`src/rtl/drr_pkg.sv`:
```
// Shared types, constants and helpers for the DMA request ring scheduler.
// Used by drr_slot_ram, drr_sequencer and dma_request_ring_scheduler.
// No dependencies.
package drr_pkg;

  // Ring size and field widths.
  localparam int SLOT_COUNT_DEF = 64;
  localparam int BUDGET_W       = 24;
  localparam int LINE_W         = 8;
  localparam int SIZE_W         = 16;
  localparam int ADDR_W         = 32;
  localparam int SLOT_NUM_W     = 6;

  // Register reset values.
  localparam logic [BUDGET_W-1:0] BUDGET_RESET = 24'd40960;
  localparam logic [LINE_W-1:0]   LINE_RESET   = 8'd224;

  // Request codes carried by req_type.
  typedef enum logic [2:0] {
    REQ_COPY    = 3'd0,
    REQ_FILL    = 3'd1,
    REQ_PROCESS = 3'd2,
    REQ_WAIT    = 3'd3,
    REQ_CLEAR   = 3'd4
  } req_t;

  // Result codes carried by result_kind.
  typedef enum logic [2:0] {
    KIND_GRANT     = 3'd0,
    KIND_FULL      = 3'd1,
    KIND_PENDING   = 3'd2,
    KIND_DONE      = 3'd3,
    KIND_DESC      = 3'd4,
    KIND_PASS_IDLE = 3'd5,
    KIND_CLEARED   = 3'd6
  } kind_t;

  // Descriptor modes.
  typedef enum logic [1:0] {
    MODE_COPY16 = 2'd0,
    MODE_COPY32 = 2'd1,
    MODE_FILL16 = 2'd2,
    MODE_FILL32 = 2'd3
  } mode_t;

  // Configuration register indexes.
  typedef enum logic {
    CFG_BYTE_BUDGET = 1'b0,
    CFG_LAST_LINE   = 1'b1
  } cfg_idx_t;

  // Sequencer states.
  typedef enum logic [2:0] {
    ST_IDLE,
    ST_FIND,
    ST_WALK,
    ST_DECIDE,
    ST_REPLY
  } seq_state_t;

  // One input beat.
  typedef struct packed {
    logic [2:0]            req_type;
    logic [ADDR_W-1:0]     src_addr;
    logic [ADDR_W-1:0]     dest_addr;
    logic [SIZE_W-1:0]     byte_count;
    logic                  wide_units;
    logic [31:0]           fill_word;
    logic                  query_all;
    logic [SLOT_NUM_W-1:0] query_index;
    logic [LINE_W-1:0]     line_count;
  } item_t;

  // Configuration register values.
  typedef struct packed {
    logic [BUDGET_W-1:0] budget;
    logic [LINE_W-1:0]   last_line;
  } cfg_t;

  // One stored slot. The data word holds the source of a copy or the
  // already masked pattern of a fill.
  typedef struct packed {
    logic [ADDR_W-1:0] dest;
    logic [SIZE_W-1:0] size;
    logic [1:0]        mode;
    logic [31:0]       data;
  } entry_t;

  // One output beat.
  typedef struct packed {
    logic [2:0]            kind;
    logic [SLOT_NUM_W-1:0] slot;
    logic [1:0]            mode;
    logic [ADDR_W-1:0]     src;
    logic [ADDR_W-1:0]     dest;
    logic [SIZE_W-1:0]     size;
    logic [31:0]           value;
    logic                  last;
  } result_t;

  // A final, non-descriptor result with every payload field zero.
  function automatic result_t make_reply(input logic [2:0] kind,
                                         input logic [SLOT_NUM_W-1:0] slot);
    result_t r;
    r      = '0;
    r.kind = kind;
    r.slot = slot;
    r.last = 1'b1;
    return r;
  endfunction

endpackage

```
`src/rtl/drr_sequencer.sv`:
```
// Sequencer of the DMA request ring: slot search, drain walk with the
// byte-total adder and budget compare, wait queries and clear.
// Depends on drr_pkg; drives the ports of drr_slot_ram.
module drr_sequencer #(
  parameter int SLOT_COUNT = drr_pkg::SLOT_COUNT_DEF
) (
  input  logic                          clk,
  input  logic                          rst,
  input  logic                          start,
  input  drr_pkg::item_t                item,
  input  drr_pkg::cfg_t                 cfg,
  output logic                          idle,
  input  logic                          out_free,
  output logic                          push,
  output drr_pkg::result_t              push_data,
  output logic                          wr_en,
  output logic [$clog2(SLOT_COUNT)-1:0] wr_addr,
  output drr_pkg::entry_t               wr_data,
  output logic                          rd_en,
  output logic [$clog2(SLOT_COUNT)-1:0] rd_addr,
  input  drr_pkg::entry_t               rd_data
);
  import drr_pkg::*;

  localparam int SLOT_W = $clog2(SLOT_COUNT);
  localparam int CNT_W  = $clog2(SLOT_COUNT + 1);
  localparam int SUM_W  = CNT_W + SIZE_W;
  localparam logic [SLOT_W-1:0] LAST_SLOT = SLOT_W'(SLOT_COUNT - 1);

  // Control state.
  seq_state_t             state, state_next;
  logic [SLOT_COUNT-1:0]  busy, busy_next;
  logic [CNT_W-1:0]       pend_cnt, pend_cnt_next;
  logic [SLOT_W-1:0]      cursor, cursor_next;
  logic                   hold_valid, hold_valid_next;

  // Working registers of the current item.
  item_t                  cur, cur_next;
  logic [SLOT_W-1:0]      scan, scan_next;
  logic [SLOT_W-1:0]      steps, steps_next;
  logic [SUM_W-1:0]       total, total_next;
  result_t                hold, hold_next;

  // Combinational helpers.
  logic [SLOT_W-1:0]      scan_inc;
  logic [SLOT_W-1:0]      cursor_inc;
  logic                   qidx_ok;
  logic                   pending;
  logic [SUM_W-1:0]       sum;
  logic                   over_budget;
  logic                   rd_is_fill;
  result_t                stop_hold;
  result_t                desc;

  assign idle = (state == ST_IDLE);

  // Step and add unit.
  always_comb begin
    scan_inc    = (scan == LAST_SLOT) ? '0 : scan + SLOT_W'(1);
    cursor_inc  = (cursor == LAST_SLOT) ? '0 : cursor + SLOT_W'(1);
    sum         = total + SUM_W'(rd_data.size);
    over_budget = BUDGET_W'(sum) > cfg.budget;
  end

  // Wait query answer, taken straight from the incoming beat.
  always_comb begin
    qidx_ok = ({1'b0, item.query_index} < (SLOT_NUM_W + 1)'(SLOT_COUNT));
    if (item.query_all) begin
      pending = (pend_cnt != '0);
    end else begin
      pending = qidx_ok && busy[item.query_index[SLOT_W-1:0]];
    end
  end

  // Descriptor formed from the slot just read, and the result that ends a pass.
  always_comb begin
    rd_is_fill = (rd_data.mode == MODE_FILL16) || (rd_data.mode == MODE_FILL32);
    desc       = '0;
    desc.kind  = KIND_DESC;
    desc.slot  = SLOT_NUM_W'(cursor);
    desc.mode  = rd_data.mode;
    desc.src   = rd_is_fill ? '0 : rd_data.data;
    desc.dest  = rd_data.dest;
    desc.size  = rd_data.size;
    desc.value = rd_is_fill ? rd_data.data : '0;
    desc.last  = 1'b0;
    if (hold_valid) begin
      stop_hold      = hold;
      stop_hold.last = 1'b1;
    end else begin
      stop_hold = make_reply(KIND_PASS_IDLE, '0);
    end
  end

  // Slot write data from the latched enqueue beat.
  always_comb begin
    wr_data      = '0;
    wr_data.dest = cur.dest_addr;
    wr_data.size = cur.byte_count;
    if (cur.req_type == REQ_FILL) begin
      wr_data.mode = cur.wide_units ? MODE_FILL32 : MODE_FILL16;
      wr_data.data = cur.wide_units ? cur.fill_word : {16'b0, cur.fill_word[15:0]};
    end else begin
      wr_data.mode = cur.wide_units ? MODE_COPY32 : MODE_COPY16;
      wr_data.data = cur.src_addr;
    end
  end

  // Next state and strobes.
  always_comb begin
    state_next      = state;
    busy_next       = busy;
    pend_cnt_next   = pend_cnt;
    cursor_next     = cursor;
    hold_valid_next = hold_valid;
    cur_next        = cur;
    scan_next       = scan;
    steps_next      = steps;
    total_next      = total;
    hold_next       = hold;
    push            = 1'b0;
    push_data       = hold;
    wr_en           = 1'b0;
    wr_addr         = scan;
    rd_en           = 1'b0;
    rd_addr         = cursor;

    unique case (state)
      ST_IDLE: begin
        if (start) begin
          cur_next = item;
          unique case (item.req_type)
            REQ_COPY, REQ_FILL: begin
              scan_next  = cursor;
              steps_next = '0;
              state_next = ST_FIND;
            end
            REQ_PROCESS: begin
              total_next      = '0;
              hold_valid_next = 1'b0;
              state_next      = ST_WALK;
            end
            REQ_WAIT: begin
              hold_next  = make_reply(pending ? KIND_PENDING : KIND_DONE,
                                      item.query_all ? '0 : item.query_index);
              state_next = ST_REPLY;
            end
            REQ_CLEAR: begin
              busy_next     = '0;
              pend_cnt_next = '0;
              cursor_next   = '0;
              hold_next     = make_reply(KIND_CLEARED, '0);
              state_next    = ST_REPLY;
            end
            default: begin
            end
          endcase
        end
      end

      // One slot of the free search per cycle.
      ST_FIND: begin
        if (!busy[scan]) begin
          wr_en = 1'b1;
          if (cur.byte_count != '0) begin
            busy_next[scan] = 1'b1;
            pend_cnt_next   = pend_cnt + CNT_W'(1);
          end
          hold_next  = make_reply(KIND_GRANT, SLOT_NUM_W'(scan));
          state_next = ST_REPLY;
        end else if (steps == LAST_SLOT) begin
          hold_next  = make_reply(KIND_FULL, '0);
          state_next = ST_REPLY;
        end else begin
          scan_next  = scan_inc;
          steps_next = steps + SLOT_W'(1);
        end
      end

      // Check the slot under the cursor and read it if the pass goes on.
      ST_WALK: begin
        if (!busy[cursor] || (cur.line_count > cfg.last_line)) begin
          hold_next  = stop_hold;
          state_next = ST_REPLY;
        end else begin
          rd_en      = 1'b1;
          state_next = ST_DECIDE;
        end
      end

      // Budget check; the held descriptor goes out once the next one is taken.
      ST_DECIDE: begin
        if (over_budget) begin
          hold_next  = stop_hold;
          state_next = ST_REPLY;
        end else if (!hold_valid || out_free) begin
          push              = hold_valid;
          hold_next         = desc;
          hold_valid_next   = 1'b1;
          total_next        = sum;
          busy_next[cursor] = 1'b0;
          pend_cnt_next     = pend_cnt - CNT_W'(1);
          cursor_next       = cursor_inc;
          state_next        = ST_WALK;
        end
      end

      // Final result of the item.
      ST_REPLY: begin
        if (out_free) begin
          push       = 1'b1;
          state_next = ST_IDLE;
        end
      end

      default: begin
        state_next = ST_IDLE;
      end
    endcase
  end

  // Control registers.
  always_ff @(posedge clk) begin
    if (rst) begin
      state      <= ST_IDLE;
      busy       <= '0;
      pend_cnt   <= '0;
      cursor     <= '0;
      hold_valid <= 1'b0;
    end else begin
      state      <= state_next;
      busy       <= busy_next;
      pend_cnt   <= pend_cnt_next;
      cursor     <= cursor_next;
      hold_valid <= hold_valid_next;
    end
  end

  // Working registers.
  always_ff @(posedge clk) begin
    cur   <= cur_next;
    scan  <= scan_next;
    steps <= steps_next;
    total <= total_next;
    hold  <= hold_next;
  end

endmodule
```
`config.mk`:
```
export PLATFORM = sky130hd
export DESIGN_NAME = drr_sequencer
export DESIGN_NICKNAME = d
export VERILOG_FILES = /design/src/rtl/drr_pkg.sv /design/src/rtl/drr_sequencer.sv
export SDC_FILE = /design/constraint.sdc
export NUM_CORES = 1
export LEC_CHECK = 0
export BUFFER_PORTS_ARGS = -buffer_cell sky130_fd_sc_hd__buf_2
export CAP_MARGIN = 5
export CORE_MARGIN = 4
export CORE_UTILIZATION = 40
export DETAILED_ROUTE_END_ITERATION = 8
export PLACE_DENSITY = 0.6
export SLEW_MARGIN = 10
export SYNTH_ARGS = -nofsm -noshare
export SYNTH_HDL_FRONTEND = slang
export SYNTH_SLANG_ARGS = --single-unit
```
`constraint.sdc`:
```
create_clock -name clk -period 29.8 [get_ports clk]
set_clock_uncertainty 0.05 [all_clocks]
set_input_delay 4.47 -clock clk [delete_from_list [all_inputs] [get_ports clk]]
set_output_delay 4.47 -clock clk [all_outputs]
set_load 0.01 [all_outputs]
```
# == After elaboration in Yosys (flattened, before gate mapping) ==
# Cells that the tools add are included.
# word_totals
wordCells,179
out_inout_bits,222
regBits,364
# classes
order_cmp,7
n_addsub,6
n_reduce_logical,24
eq_ne,30
n_bitwise,3
n_mux,86
# op_table
op,n
124-bit two-way mux,7
124-bit case mux with 4 select lines,1
64-bit two-way mux,6
124-bit case mux with 2 select lines,1
64-bit case mux with 3 select lines,1
32-bit two-way mux,3
23-bit two-way mux,4
6-bit two-way mux,15
64-bit AND,1
64-bit inverter,1
64-bit OR,1
23-bit case mux with 2 select lines,1
7-bit two-way mux,6
6-bit case mux with 2 select lines,3
34-bit two-way mux,1
23-bit by 24-bit > comparator with 1-bit output,1
23-bit by 16-bit adder with 23-bit output,1
6-bit by 7-bit < comparator with 1-bit output (second input constant),3
3-bit two-way mux,7
7-bit case mux with 3 select lines,1
1-bit two-way mux,20
5-bit AND reduction,4
6-bit by 1-bit adder with 6-bit output (second input constant),3
1-bit binary-select mux with 6-bit select,3
31 further kinds,61

# == Longest topological paths before layout ==
# Gate-level depths: netlist (run 1).
# logic_depth
word_depth,9
depth_mapped,21
mapped_depth_nobuf,18

# == Worst setup path after synthesis (run 1) ==
# No wires, ideal clock.
# synth_timing
kind,in2reg
from,in rd_data[34] (netlist bit)
to,"reg hold (netlist bit push_data[0]), enable pin"
arrival_time_ps,13419
path_slack_ps,15722
t_required_ps,29141
stages,18
path_buffers,1
setup_time_ps,609
path_cell_list,ha_1 fa_1 a211o_1 a21oi_1 o211ai_1 a41oi_1 o21ai_0 nand4_1 xnor2_1 ha_1 nand4b_1 or4_1 a311o_1 and3_1 buf_2 inv_1 o221ai_1 nor2_1
# synth_between
elab_chain_len,4
# synth_lines
element,line,source
from (decl),drr_sequencer.sv:21,input drr_pkg::entry_t rd_data
23-bit by 16-bit adder with 23-bit output,drr_sequencer.sv:61,sum = total + SUM_W'(rd_data.size);
net sum[22],drr_sequencer.sv:49,logic [SUM_W-1:0] sum;
23-bit by 24-bit > comparator with 1-bit output,drr_sequencer.sv:62,over_budget = BUDGET_W'(sum) > cfg.budget;
3-bit != test (no source line),-,
6-bit AND reduction (no source line),-,
to (signal assigned),drr_sequencer.sv:245,hold <= hold_next;
to (decl),drr_sequencer.sv:42,"result_t hold, hold_next;"
# The timed path passes the listed nets, and every way through them passes these cells.
# A chain may end at the register's enable or synchronous reset.

# == Worst setup path after layout (run 1) ==
# layout_timing
from,in rd_data[34] (netlist bit)
to,out push
# layout_between
elab_chain_len,4
# layout_lines
element,line,source
23-bit by 16-bit adder with 23-bit output,drr_sequencer.sv:61,
net sum[22],drr_sequencer.sv:49,
23-bit by 24-bit > comparator with 1-bit output,drr_sequencer.sv:62,
1-bit two-way mux,drr_sequencer.sv:193,if (over_budget) begin
1-bit case mux with 2 select lines,drr_sequencer.sv:128,unique case (state)
to (decl),drr_sequencer.sv:14,"output logic push,"
# The timed path passes the listed nets, and every way through them passes these cells.

==> flow_metrics.tcl, run 1 <==
set metrics [dict create \
    ios 471 \
    post_cts_resized 0 \
    r2r_end "push_data[18]" \
    gp_congestion 0.995 \
    rows 80 \
    core-area_um2 48000 \
    seq_area_frac_synth_pct 51.8 \
    hold_viol_final 0 \
    fmax_ghz 0.0664 \
    r2r_slack_ps 21640 \
    wire_per_inst_um 24.8 \
    worst-setup-path-type "in2out" \
    clock_latency_ps 580 \
    start_kind "primary input" \
    maxCapViolCount 0 \
    h-tree-depth 2 \
    syn_nets 2036 \
    powerDensity_nw_per_um2 55.5 \
    cts_tree "yes" \
    vias_per_cell 6.03 \
    peakVddDrop_uv 44.6 \
    finalCritPeriodShare_pct 50.5 \
    grt_setup_unrepaired "false" \
    setup_tns_ps 0 \
    crit_path_end_kind "output pin" \
    grt_max_degree 112 \
    setup_ws_ps 14740 \
    worstPathRequired_ps 25280 \
    place_hpwl_um 48500 \
    drt-total-wl_um 67600 \
    dr.first_iter.drc_count 1663 \
    start_util_pct 40.7 \
    status "finished, final reports clean" \
    relSlewSlack_pct 20.7 \
    p_int_uw 940 \
    cts-root-buf "clkbuf_16" \
    synth_area_um2 19500 \
    clk_pin_slew_ps 60 \
    cts_hold_buf 0 \
    hp-start "pend_cnt[5]" \
    switching_share_pct 27.3 \
    ys.warnings.count 0 \
    grt_first_pass_wirelength_um 102000 \
    min_period_ps 15060 \
    cts_buffers 42 \
    io_buffers 470 \
    worst-path-max-fanout 61 \
    area_growth_pct 19.2 \
    synth-edff-count 283 \
    grt_antenna_before_repair 3 \
    postSynthCellCount 1730 \
    slew_violations 0 \
    drt_pre_antenna_iters 5 \
    holdPathStages 2 \
    drc_errors 0 \
    die_h_um 229 \
    yosys_most_used_dff "edfxtp_1" \
    hold_class "reg2reg" \
    fp.dieW_um 229 \
    drive_above_1_share_pct 29.8 \
    synth_seq_cells 364 \
    share_clk_of_total_power_pct 38.7 \
    preCtsSetupSlack_ps 14790 \
    pwr-share-comb_pct 13.9 \
    post_cts_buffers 0 \
    ys_types 75 \
    p_switching_uw 353 \
    num_vias 16500 \
    whs_endpoint "pend_cnt[5]" \
    drtAntennaViolNets 0 \
    synth.avg_cell_area_um2 11.3 \
    reg2reg_depth 21 \
    reg2reg_from "total[0]" \
    worstMarginPinSlew_ps 1190 \
    cts_sinks 364 \
    seqPwrFrac_pct 47.3 \
    grt_usage_pct 24.7 \
    p_leak_nw 9.03 \
    cp_data_arrival_time_ps 10540 \
    async_flop_share_pct 0 \
    nets 2390 \
    clock_path_buffers 3 \
    die-area_um2 52400 \
    overflow 0 \
    grt_pass1_vias 15800 \
    finalSetupViolCount 0 \
]
## worst max path at each step
stage / start / end / slack (ps) / cells after the start
5_1_grt: rd_data[34] / push / 14270 / 20
6_report: rd_data[34] / push / 14740 / 20
2_1_floorplan: rd_data[34] / push_data[0] / 15720 / 18
3_3_place_gp: rd_data[34] / push / 14920 / 20
4_1_cts: rd_data[34] / push / 14780 / 20
3_5_place_dp: rd_data[34] / push / 14790 / 20
## cells by family after synthesis
family / synth area share, %
multiplexers: 6.37
AND/OR/NAND/NOR: 10.4
adder cells (fa/ha/maj): 3.73
flip-flops: 51.8
XOR/XNOR: 1.26
buffers and inverters: 5.87
AO/OA/AOI/OAI: 20.6
## registers in the layout (all words and copies together) (netlist names), 6 cells and up
register and flops:
push_data 124, cur 76, busy 64, wr_data 48
total 23, pend_cnt 7, rd_addr 6, steps 6
wr_addr 6
## placed cells by master (no fill, tap or decap), types with 43 or more instances in the layout
| cell type | n |
|---|---|
| a21oi_1 | 69 |
| nor2_1 | 58 |
| clkbuf_16 | 43 |
| buf_2 | 470 |
| nand2_1 | 160 |
| a22o_1 | 122 |
| edfxtp_1 | 283 |
| ha_1 | 55 |
| o21ai_0 | 88 |
| inv_1 | 48 |
| dfxtp_1 | 81 |
## cell type report
type                    count  area [um2]
diodes                      1        2.50
clock buffers              54        1140
clock inverters            22         174
fillers                  4356       24800
inverters                  53         199
multi-input cells        1127        8340
flip-flops and latches    364       10100
well taps                 615         769
repair buffers            496        2550
## critical path, cell delays in order
cell	delay (ps)
buf_2	120
ha_1	220
fa_1	430
a211o_1	310
a21oi_1	220
o211ai_1	180
a41oi_1	410
o21ai_0	260
nand4_1	210
xnor2_1	90
ha_1	320
nand4b_1	150
or4_1	570
nor4_1	370
a311o_1	900
and3_2	330
buf_4	540
a22oi_1	150
nor2b_1	140
buf_2	140
## layer usage
metal | up-vias | global-route usage (%) | share of wire [%]
met5 | - | 0 | 0.019
met4 | 2 | 8.01 | 3.3
met3 | 141 | 5.45 | 8.9
met2 | 857 | 40.0 | 47
met1 | 8040 | 33.1 | 41
li1 | 7436 | - | -
## synthesized netlist by cell type (13+ instances only)
cell type	number	area, um2
dfxtp_1	81	1620
o211ai_1	25	188
nand2b_1	15	93.8
ha_1	55	688
nand3_1	35	175
o31ai_1	35	263
buf_4	51	383
buf_2	19	95.1
and3_1	13	81.3
nor2_1	60	225
xnor2_1	15	131
a31oi_1	30	188
a41oi_1	18	158
a21oi_1	69	345
and2_1	22	138
inv_1	49	184
xor2_1	13	114
edfxtp_1	283	8500
o41ai_1	24	210
mux4_2	39	878
mux2i_1	29	290
o311ai_0	28	245
nor3_1	29	145
a22o_1	122	1070
o21ai_0	88	440
clkbuf_1	102	383
nand2_1	160	601
a211oi_1	16	120
nor4_1	17	106
## power by group through the flow
stage                     sequential [mW]  combinational (mW)  clock, mW
after global placement              0.621               0.177          0
after CTS                           0.612               0.180      0.513
after detailed placement            0.622               0.180          0
final                               0.612               0.180      0.501
after floorplan                     0.628               0.100          0
after global routing                0.615               0.195      0.534
## through the flow
| step | hold slack [ps] | std cells | utilization, % | power, mW | cell area (um2) |
|---|---|---|---|---|---|
| final | 437 | 2732 | 48.5 | 1.29 | 23300 |
| after global routing | 463 | 2731 | 48.5 | 1.34 | 23300 |
| after CTS | 432 | 2731 | 48.5 | 1.31 | 23300 |
| after detailed placement | 423 | 2655 | 45.7 | 0.802 | 22000 |
| after global placement | 410 | 2655 | 45.7 | 0.798 | 22000 |
| after floorplan | 396 | 1730 | - | 0.728 | 19500 |
Note: power is estimated with default switching activity, not from simulation.
==> run 2: changes to the inputs <==
ABC_AREA = 1   (was default)
PLACE_DENSITY = 0.61   (was 0.6)
clock period = 12.9 ns   (was 29.8 ns; I/O delays follow)
==> flow_metrics.tcl, run 2 <==
set metrics [dict create \
    cts_buffers 42 \
    clock_latency_ps 580 \
    post_cts_resized 0 \
    yosys-top-cells-count "nand2_1 (804), edfxtp_1 (283), nor2_1 (262), inv_1 (221), nand3_1 (215)" \
    synth_fa_ha_area_share_pct 3.52 \
    worst-setup-path-type "in2out" \
    path_cells "buf_2 -> ha_1 -> fa_1 -> nand3_1 -> nand2_1 -> nand2_1 -> nand2_1 -> a31oi_1 -> o21ai_0 -> xnor2_1 -> inv_1 -> ha_1 -> nand2_1 -> nor2_1 -> nand4_1 -> nor2_1 -> nand4_1 -> nand2_1 -> nand2_1 -> inv_2 -> nand2_1 -> a21oi_1 -> buf_2" \
    drt_pre_antenna_iters 6 \
    core-area_um2 51300 \
    maxCapViolCount 0 \
    slowest_stage "nand2_1" \
    grt_setup_unrepaired "false" \
    path_delay_family "simple AND/OR/NAND/NOR gates" \
    start_kind "primary input" \
    dr.first_iter.drc_count 1795 \
    fp.dieW_um 235 \
    postSynthCellCount 2592 \
    yosysTopAreaCellShare_pct 41.1 \
    cp_common_cell "nand2_1" \
    worst-path-max-fanout 11 \
    relSlewSlack_pct 15.2 \
    num_vias 19900 \
    drt-total-wl_um 74500 \
    ios 471 \
    io_buffers 470 \
    seq_area_frac_synth_pct 48.9 \
    fillers 5016 \
    hold_class "reg2reg" \
    ys.warnings.count 0 \
    mostFrequentLayoutCells "nand2_1 (803), buf_2 (470), edfxtp_1 (283), nor2_1 (261), inv_1 (221)" \
    drive_above_1_share_pct 19.7 \
    synth_top_family_by_area "simple AND/OR/NAND/NOR gates" \
    met2_usage_pct 40.6 \
    syn_nets 2898 \
    synth_xor_area_share_pct 0.974 \
    finalCritPeriodShare_pct 60.6 \
    cts_sinks 364 \
    cts_hold_buf 0 \
    use_met1_pct 32.8 \
    cts-root-buf "clkbuf_16" \
    die_h_um 235 \
    wire_per_inst_um 20.2 \
    fmax_ghz 0.128 \
    synth_seq_cells 364 \
    cp_data_arrival_time_ps 5830 \
    h-tree-depth 2 \
    cts_tree "yes" \
    placed_area_um2 23300 \
    synth_mux_area_share_pct 0 \
    status "finished, final reports clean" \
    grt_antenna_before_repair 21 \
    synth_compound_area_share_pct 11.7 \
    holdPathStages 2 \
    p_leak_nw 11.3 \
    design_area_um2 24800 \
    synth.most_common_cell "nand2_1" \
    grt_usage_pct 25.4 \
    drc_errors 0 \
    synth-edff-count 283 \
    die-area_um2 55400 \
    post_cts_buffers 0 \
    final_common_cell "nand2_1" \
    grt_pass1_vias 18500 \
    overflow 0 \
    nets 3266 \
    powerDensity_nw_per_um2 224 \
    power.total_mw 5.54 \
    largest_reg_flops 124 \
    gr-max-usage-layer "met2" \
    slowest_delay_ps 460 \
    vias_per_cell 5.40 \
    clk_pin_slew_ps 60 \
    worst-path-buf-inv 4 \
    use_met3_pct 6.69 \
    synth_area_leaders "edfxtp_1 (41%), nand2_1 (15%), dfxtp_1 (7.8%)" \
    worstPathRequired_ps 10910 \
    place_hpwl_um 51600 \
    start_util_pct 40.3 \
    drtAntennaViolNets 0 \
    grt_first_pass_wirelength_um 112000 \
    worstMarginPinSlew_ps 1270 \
    grt_max_degree 115 \
    gp_congestion 0.950 \
    rows 83 \
    ys_types 43 \
    crit_path_end_kind "output pin" \
    async_flop_share_pct 0 \
    setup_tns_ps 0 \
    yosysTopAreaCell "edfxtp_1" \
    clock_path_buffers 3 \
    slew_violations 0 \
    synth.avg_cell_area_um2 7.98 \
    yosys.area_share.simple_pct 26.3 \
    yosys_most_used_dff "edfxtp_1" \
    synth_area_um2 20700 \
    reg2reg_depth 23 \
    path_depth 23 \
    peakVddDrop_uv 121 \
    finalSetupViolCount 0 \
    area_growth_pct 19.7 \
    hold_viol_final 0 \
    min_period_ps 7810 \
]
## run 2: cell types whose count changed in the layout (fill, tap and decap cells not counted), sizes merged, moves of 29 or more
| cell | change |
|---|---|
| inv | +174 |
| nand2 | +644 |
| mux2i | -29 |
| o21ai | +121 |
| nor2 | +203 |
| nand3 | +181 |
| a22o | -120 |
| mux4 | -39 |
| a32o | +55 |
## run 2: tightest hold or removal path: stages, from the launching register on
cell     delay (ps)
dfxtp_1         330
nor2_1          100
nor2_1           50
## run 2: path summary, 6_finish.rpt
kind,start,endpoint,slack (ps)
hold / removal,pend_cnt[4],pend_cnt[4],460
setup reg to reg,total[0],push_data[55],7010
hold reg to reg,pend_cnt[4],pend_cnt[4],460
setup / recovery,rd_data[34],push,5090
## run 2: power by group
group / switching [mW] / internal [mW]
clock: 0.499 / 0.756
sequential: 0.236 / 1.77
combinational: 1.60 / 0.677
## run 2: cell families (layout without fill, tap and decap cells)
family	after synthesis	after routing
AO/OA/AOI/OAI	397	397
XOR/XNOR	23	23
AND/OR/NAND/NOR	1342	1342
buffers and inverters	409	811
other	0	15
flip-flops	364	364
adder cells (fa/ha/maj)	57	57
## run 2: cell type report
| type | count | area, um2 | area share (%) |
|---|---|---|---|
| Multi-Input combinational cell | 1819 | 8840 | 35.7 |
| Sequential cell | 364 | 10100 | 40.9 |
| Inverter | 229 | 860 | 3.47 |
| Timing Repair Buffer | 504 | 2610 | 10.5 |
| Tap cell | 680 | 851 | 3.44 |
| Clock buffer | 63 | 1220 | 4.93 |
| Clock inverter | 15 | 220 | 0.889 |
| Antenna cell | 15 | 37.5 | 0.152 |
## run 2: per-stage QoR
step	util [%]	instances	hold slack, ps	setup slack [ps]
after floorplan	-	2592	428	2890
after global placement	45.4	3596	445	5220
after detailed placement	45.4	3596	452	5090
after CTS	48.2	3674	460	5080
after global routing	48.3	3687	492	4590
final	48.3	3689	464	5090
## run 2: per-layer routing
metal,share of wire [%],vias up
li1,-,9387
met1,40,9373
met2,46,959
met3,9.6,193
met4,4.2,10
met5,0.11,-
